**config.mk**
```make
export PLATFORM = sky130hd
export DESIGN_NAME = gbdn_ctrl
export DESIGN_NICKNAME = d
export VERILOG_FILES = /design/src/rtl/core/gbdn_pkg.sv /design/src/rtl/core/gbdn_ctrl.sv
export SDC_FILE = /design/constraint.sdc
export NUM_CORES = 1
export LEC_CHECK = 0
export ABC_AREA = 1
export BUFFER_PORTS_ARGS = -buffer_cell sky130_fd_sc_hd__buf_2
export CORE_MARGIN = 2
export CORE_UTILIZATION = 50
export CTS_CLUSTER_SIZE = 16
export DETAILED_ROUTE_END_ITERATION = 16
export GPL_TIMING_DRIVEN = 0
export HOLD_SLACK_MARGIN = 0.06
export PLACE_DENSITY = 0.76
export RECOVER_POWER = 25
export SYNTH_ARGS = -nofsm -noshare
export SYNTH_HDL_FRONTEND = slang
export SYNTH_SLANG_ARGS = --single-unit
```
**constraint.sdc**
```tcl
create_clock -name clk -period 1.9 [get_ports clk]
set_input_delay 0.19 -clock clk [delete_from_list [all_inputs] [get_ports clk]]
set_output_delay 0.19 -clock clk [all_outputs]
set_load 0.02 [all_outputs]
```
**src/rtl/core/gbdn_pkg.sv**
```systemverilog
// Shared types, constants and codes of the gray blur downscale normalizer.
`default_nettype none
package gbdn_pkg;

	localparam int IN_WIDTH_C   = 128;
	localparam int IN_HEIGHT_C  = 128;
	localparam int OUT_WIDTH_C  = 64;
	localparam int OUT_HEIGHT_C = 64;

	localparam int GW = 24;   // Q16 gray value, at most 255<<16
	localparam int QW = 17;   // quotient bits before saturation
	localparam int KW = 4;    // index over the 4x4 source window

	// correction steps after the reciprocal quotient estimate
	localparam int DIV_STEPS = 1;

	localparam logic [GW-1:0] WR_C = 24'd19595;
	localparam logic [GW-1:0] WG_C = 24'd38470;
	localparam logic [GW-1:0] WB_C = 24'd7471;

	typedef struct packed {
		logic [7:0] red;
		logic [7:0] green;
		logic [7:0] blue;
		logic       frame_start;
	} pix_t;

	typedef struct packed {
		logic [15:0] feature;
		logic [5:0]  out_col;
		logic [5:0]  out_row;
		logic        row_done;
		logic        frame_done;
	} res_t;

	typedef enum logic [2:0] {
		ST_IDLE,
		ST_READ,
		ST_DRAIN,
		ST_DIV,
		ST_OUT
	} state_t;

	typedef struct packed {
		logic          accept;
		logic          rd_en;
		logic [KW-1:0] rd_idx;
		logic          div_load;
		logic          div_step;
		logic          out_load;
		logic          next_col;
	} cmd_t;

	typedef struct packed {
		logic trigger;
		logic out_free;
		logic last_col;
	} sts_t;

endpackage
`default_nettype wire

```
**src/rtl/core/gbdn_ctrl.sv**
```systemverilog
// Controller: sequences pixel intake, window reads, division and result hand-off.
`default_nettype none
module gbdn_ctrl
	import gbdn_pkg::*;
(
	input  wire logic clk,
	input  wire logic arst_n,
	input  wire logic pix_valid,
	output logic      pix_ready,
	input  wire sts_t sts,
	output cmd_t      cmd
);

	localparam int CNTW = $clog2((1 << KW) + 1);

	state_t           state_q, state_d;
	logic [CNTW-1:0]  cnt_q, cnt_d;

	always_ff @(posedge clk or negedge arst_n) begin
		if (!arst_n) begin
			state_q <= ST_IDLE;
			cnt_q   <= '0;
		end else begin
			state_q <= state_d;
			cnt_q   <= cnt_d;
		end
	end

	always_comb begin
		state_d   = state_q;
		cnt_d     = cnt_q;
		cmd       = '0;
		pix_ready = 1'b0;
		unique case (state_q)
			ST_IDLE: begin
				pix_ready  = 1'b1;
				cmd.accept = pix_valid;
				if (pix_valid && sts.trigger) begin
					state_d = ST_READ;
					cnt_d   = '0;
				end
			end
			ST_READ: begin
				cmd.rd_en  = 1'b1;
				cmd.rd_idx = cnt_q[KW-1:0];
				if (cnt_q == CNTW'((1 << KW) - 1)) begin
					state_d = ST_DRAIN;
					cnt_d   = '0;
				end else begin
					cnt_d = cnt_q + 1'b1;
				end
			end
			ST_DRAIN: begin
				// wait for the last product to land in the accumulator
				if (cnt_q == CNTW'(1)) begin
					state_d = ST_DIV;
					cnt_d   = '0;
				end else begin
					cnt_d = cnt_q + 1'b1;
				end
			end
			ST_DIV: begin
				if (cnt_q == '0) begin
					cmd.div_load = 1'b1;
				end else begin
					cmd.div_step = 1'b1;
				end
				if (cnt_q == CNTW'(DIV_STEPS)) begin
					state_d = ST_OUT;
					cnt_d   = '0;
				end else begin
					cnt_d = cnt_q + 1'b1;
				end
			end
			ST_OUT: begin
				if (sts.out_free) begin
					cmd.out_load = 1'b1;
					if (sts.last_col) begin
						state_d = ST_IDLE;
					end else begin
						cmd.next_col = 1'b1;
						state_d      = ST_READ;
						cnt_d        = '0;
					end
				end
			end
			default: begin
				state_d = ST_IDLE;
			end
		endcase
	end

endmodule
`default_nettype wire

```
After elaboration in Yosys (flattened, before gate mapping). Cells that the tools add are included.

Reduce and logical (&&, ||, !) cells: 7. $add $sub $neg: 1. Eq/ne operators: 12. Muxes and demuxes: 22.

Operators by type and width (number): $mux 5 (6); $pmux 5 s4 (1); $mux 3 (5); $pmux 3 s5 (1); $ne 2x2->1 const B (6); $eq 3x2->1 const B (2); $mux 1 (6); $mux 2 (3); $add 5x1->5 const B (1); $eq 5x1->1 const B (1); $eq 5x4->1 const B (1); $logic_not 5->1 (1); $reduce_and 5->1 (1); $reduce_and 4->1 (1); $reduce_bool 4->1 (1); $eq 3x1->1 const B (1); $eq 3x3->1 const B (1); $logic_not 3->1 (1); $reduce_or 2->1 (1); $logic_and 1x1->1 (1).

Logic and storage cells: 44. Flip-flop bits (word level): 8.

Logic depth before layout (Yosys ltp).
Depth after elaboration: 4. Mapped depth: 10. Depth with buffers taken out: 10.

Worst setup path before layout. OpenSTA, ideal clock, no wires.

Path type: reg-to-reg. From: register cnt_q[0]. To: register state_q[0]. Path slack: 0.434 ns. Period minus slack after synthesis: 1.466 ns. Data required time: 1.779 ns. Library setup time: 0.121 ns. Buffers on the path: 0. Cell stages (with the launch flop): 11. Arrival: 1.345 ns. Cell sequence: dfrtp_1 ha_1 nand2_1 nor2_1 ha_1 inv_1 nand4_1 nand2_4 nor2_2 nand2_1 nand2_1.

Cells in the longest elaborated chain, start to end: 3.

RTL lines: start, declared (RTL line gbdn_ctrl.sv:17) `logic [CNTW-1:0] cnt_q, cnt_d;`; start signal, assigned (RTL line gbdn_ctrl.sv:25) `cnt_q <= cnt_d;`; $eq 5x1->1 / $eq 5x4->1 (equally long branches) (RTL line gbdn_ctrl.sv:55, gbdn_ctrl.sv:68, gbdn_ctrl.sv:46); $ne 2x2->1 (no source line); $reduce_and 5->1 (no source line) *; end signal, assigned (RTL line gbdn_ctrl.sv:24) `state_q <= state_d;`; end, declared (RTL line gbdn_ctrl.sv:16) `state_t state_q, state_d;`.

Every way passes the cells marked *; elsewhere a longest branch is shown, timed or not. A chain may end at the register's enable or synchronous reset.

Worst setup path in the final report. Ends and elaborated chain as after synthesis.

==> out/qor.txt <==
status: finished, final reports clean
xor and xnor area share after synthesis: 0.0132
critical path type: flop to flop
die area: 1640 µm²
M3 GR Usage: 0.0333
main combinational cell family by area after synthesis: simple AND/OR/NAND/NOR gates
Yosys cell types: 23
CTS Sinks: 8
Hold Slack: 260 ps
vias in the first global route: 486
All-Layer GR Usage: 0.180
worst slack, placed: 279 ps
Worst Hold Class: input pin to flop
clock slew seen by the registers of the worst setup and hold paths: 50 ps
WP data arrival: 1740 ps
GRT busiest layer: met2
I/O Buffers: 16
Multi-input gate area: 382 µm²
Cell Chain, Critical Path: ha_1 -> nand2_1 -> nor2_1 -> ha_1 -> inv_1 -> nand4_1 -> nand2_4 -> o21bai_1 -> nand2_1
final max-slew violation count: 0
drt drc: 0
worst r2r src: cnt_q[0]
slew at the pin closest to its max-slew limit: 416 ps
RSZ-0062 raised after global routing: no
worst-case vdd ir drop: 0.866 mV
Power, Total: 1.35 mW
crit path from: cnt_q[0]
slowest cell delay on critical path: 430 ps
adder-cell share of the synthesized area: 0.0942
Synth Instances: 94
GRT overflow: 0
area delta synth->final: 19.6%
Worst slew margin: 0.723
DP Cell Count: 125
DR WL/cell: 10.1 µm
top cells by area, synth: dfrtp_1 (30%), inv_1 (10%), ha_1 (9.4%)
vias: 622
CTS tree: done
pin count of the biggest net entering global routing: 9
Worst setup SP type: flop
Worst Setup EP: state_q[0]
Clock H-tree levels: 1
Antenna diodes: 0
syn avg cell area: 7.07 µm²
Post CTS Setup Buffer Count: 0
grt met1 use: 0.227
complex-gate fraction of the synthesized area: 0.117
minimum clock period: 1610 ps
Max clock buf depth: 2
max cap viols: 0
FILL cells: 125
met2 Usage GRT: 0.298
first-pass GRT wire length: 1.92 mm
Initial Util: 0.524
CP Max Fanout: 6
die height: 40.5 µm
gpl congestion: 0.799
fin worst setup slack: 286 ps
Yosys top cell area share: 0.301
Synth Area in Simple Gates: 0.350
clk_lat worst skew: 240 ps
post-synthesis mux area share: 0
Post-DP HPWL: 1.08 mm
Leakage: 0.440 nW
Post-Route WL: 1.30 mm
Worst R2R End: state_q[0]
register bit total from synthesis: 8
Vias/cell: 4.82
Root Driver: clkbuf_4
reg2reg setup slack: 290 ps
Nets: 127
Die Wd: 40.5 µm
Register Area: 200 µm²
Post-Syn Area: 664 µm²
TNS Setup: 0 ps
final std cells w/o fill: 129
CP endpoint kind: flop
Seq/Total Area, Yosys: 0.301
Ports: 17
Starting DRT DRC Count: 6
Yosys top cell by area: dfrtp_1
fraction of layout cells with a size suffix above 1: 0.263
fin crit share: 0.850
Synthesized Nets: 105
Worst Reg-to-Reg Cells: 9
Fin Clk Skew: 3.46 ps
TritonCTS Buffers: 3
core area: 1270 µm²
CP max stage cell: dfrtp_1
CP Data Required Time: 2030 ps
Cell Pwr Density: 1690 nW/µm²
Hold Vio Cnt, Final: 0
drt pass-1 iters: 4
yosys warns: 0
num rows: 13
initial antenna violation count: 0
Setup-failing EPs final: 0
number of antenna-violating nets in the routed design: 0
f_max: 619 MHz
[stage by stage]
stage / util / instance area [µm²]
4_1_cts: 0.627 / 796
6_report: 0.626 / 795
3_3_place_gp: 0.602 / 763
3_5_place_dp: 0.602 / 763
2_1_floorplan: - / 664
5_1_grt: 0.626 / 795
[layer usage]
| layer | up-vias | wire length (µm) |
|---|---|---|
| li1 | 333 | - |
| met1 | 276 | 646 |
| met2 | 11 | 607 |
| met3 | 2 | 33 |
| met4 | 0 | 12 |
| met5 | - | 0 |
[power breakdown]
part / total [mW] / switching, mW / internal, mW
logic: 0.890 / 0.584 / 0.306
registers: 0.337 / 0.0891 / 0.248
clock network: 0.118 / 0.0468 / 0.0715
[cell type report]
type / instances / share of cell area
Inverter: 20 / 0.0945
Clock buffer: 3 / 0.0283
Buffer: 1 / 0.00945
Timing Repair Buffer: 17 / 0.112
Multi-Input combinational cell: 65 / 0.480
Sequential cell: 8 / 0.252
Tap cell: 15 / 0.0236
[worst min path at each step]
stage	from	slack [ps]	endpoint	depth (start not counted)
global placement	arst_n	40	cnt_q[3]	1
detailed placement	arst_n	40	cnt_q[1]	1
global route	sts[1]	280	state_q[2]	4
finish	sts[1]	260	state_q[2]	4
CTS	sts[1]	250	state_q[2]	4
floorplan	arst_n	-110	cnt_q[0]	0
[cell usage in the layout (no fill, tap or decap), types with 2 or more instances in the layout]
cell type,netlist,layout
nand2_4,2,2
o21ai_0,2,2
ha_1,5,5
clkbuf_4,0,3
buf_2,0,15
nor2_4,2,2
nand2_1,16,16
inv_2,2,2
dfrtp_1,8,8
nor2_1,14,14
o21ai_1,8,8
nand3_1,5,5
inv_1,18,18
[what timing repair did]
item,in CTS,in global routing
hold buffers,1,0
hold endpoints to repair,8,0
resized for setup,0,0
[state kept, by name, indices dropped and copies added (netlist names)]
| signal | count |
|---|---|
| cnt_q | 5 |
| state_q | 3 |
[synthesized netlist by cell type]
master / count
a21oi_1: 1
nand3_1: 5
nor2_1: 14
ha_1: 5
o21ai_2: 1
dfrtp_1: 8
nor3_1: 1
inv_1: 18
buf_4: 1
nor2_2: 1
nand2_4: 2
xor2_1: 1
inv_2: 2
o21ai_1: 8
nand2_1: 16
o21ai_0: 2
nand4_1: 1
nor3_4: 1
nand3_2: 1
a31oi_1: 1
nand2_2: 1
o21bai_1: 1
nor2_4: 2
[worst max-delay path: cells and delay by family (launching register included)]
family	cells	cell delay, ps
AO/OA/AOI/OAI	1	130
AND/OR/NAND/NOR	5	530
buffers and inverters	1	50
flip-flops	1	430
adder cells (fa/ha/maj)	2	370
[kinds of logic after synthesis]
| kind of cell | Yosys count |
|---|---|
| simple gates | 45 |
| compound gates | 14 |
| buf+inv | 21 |
| xor+xnor | 1 |
| flops | 8 |
| fa+ha+maj | 5 |
No activity file was read; power rests on OpenSTA's default activity.
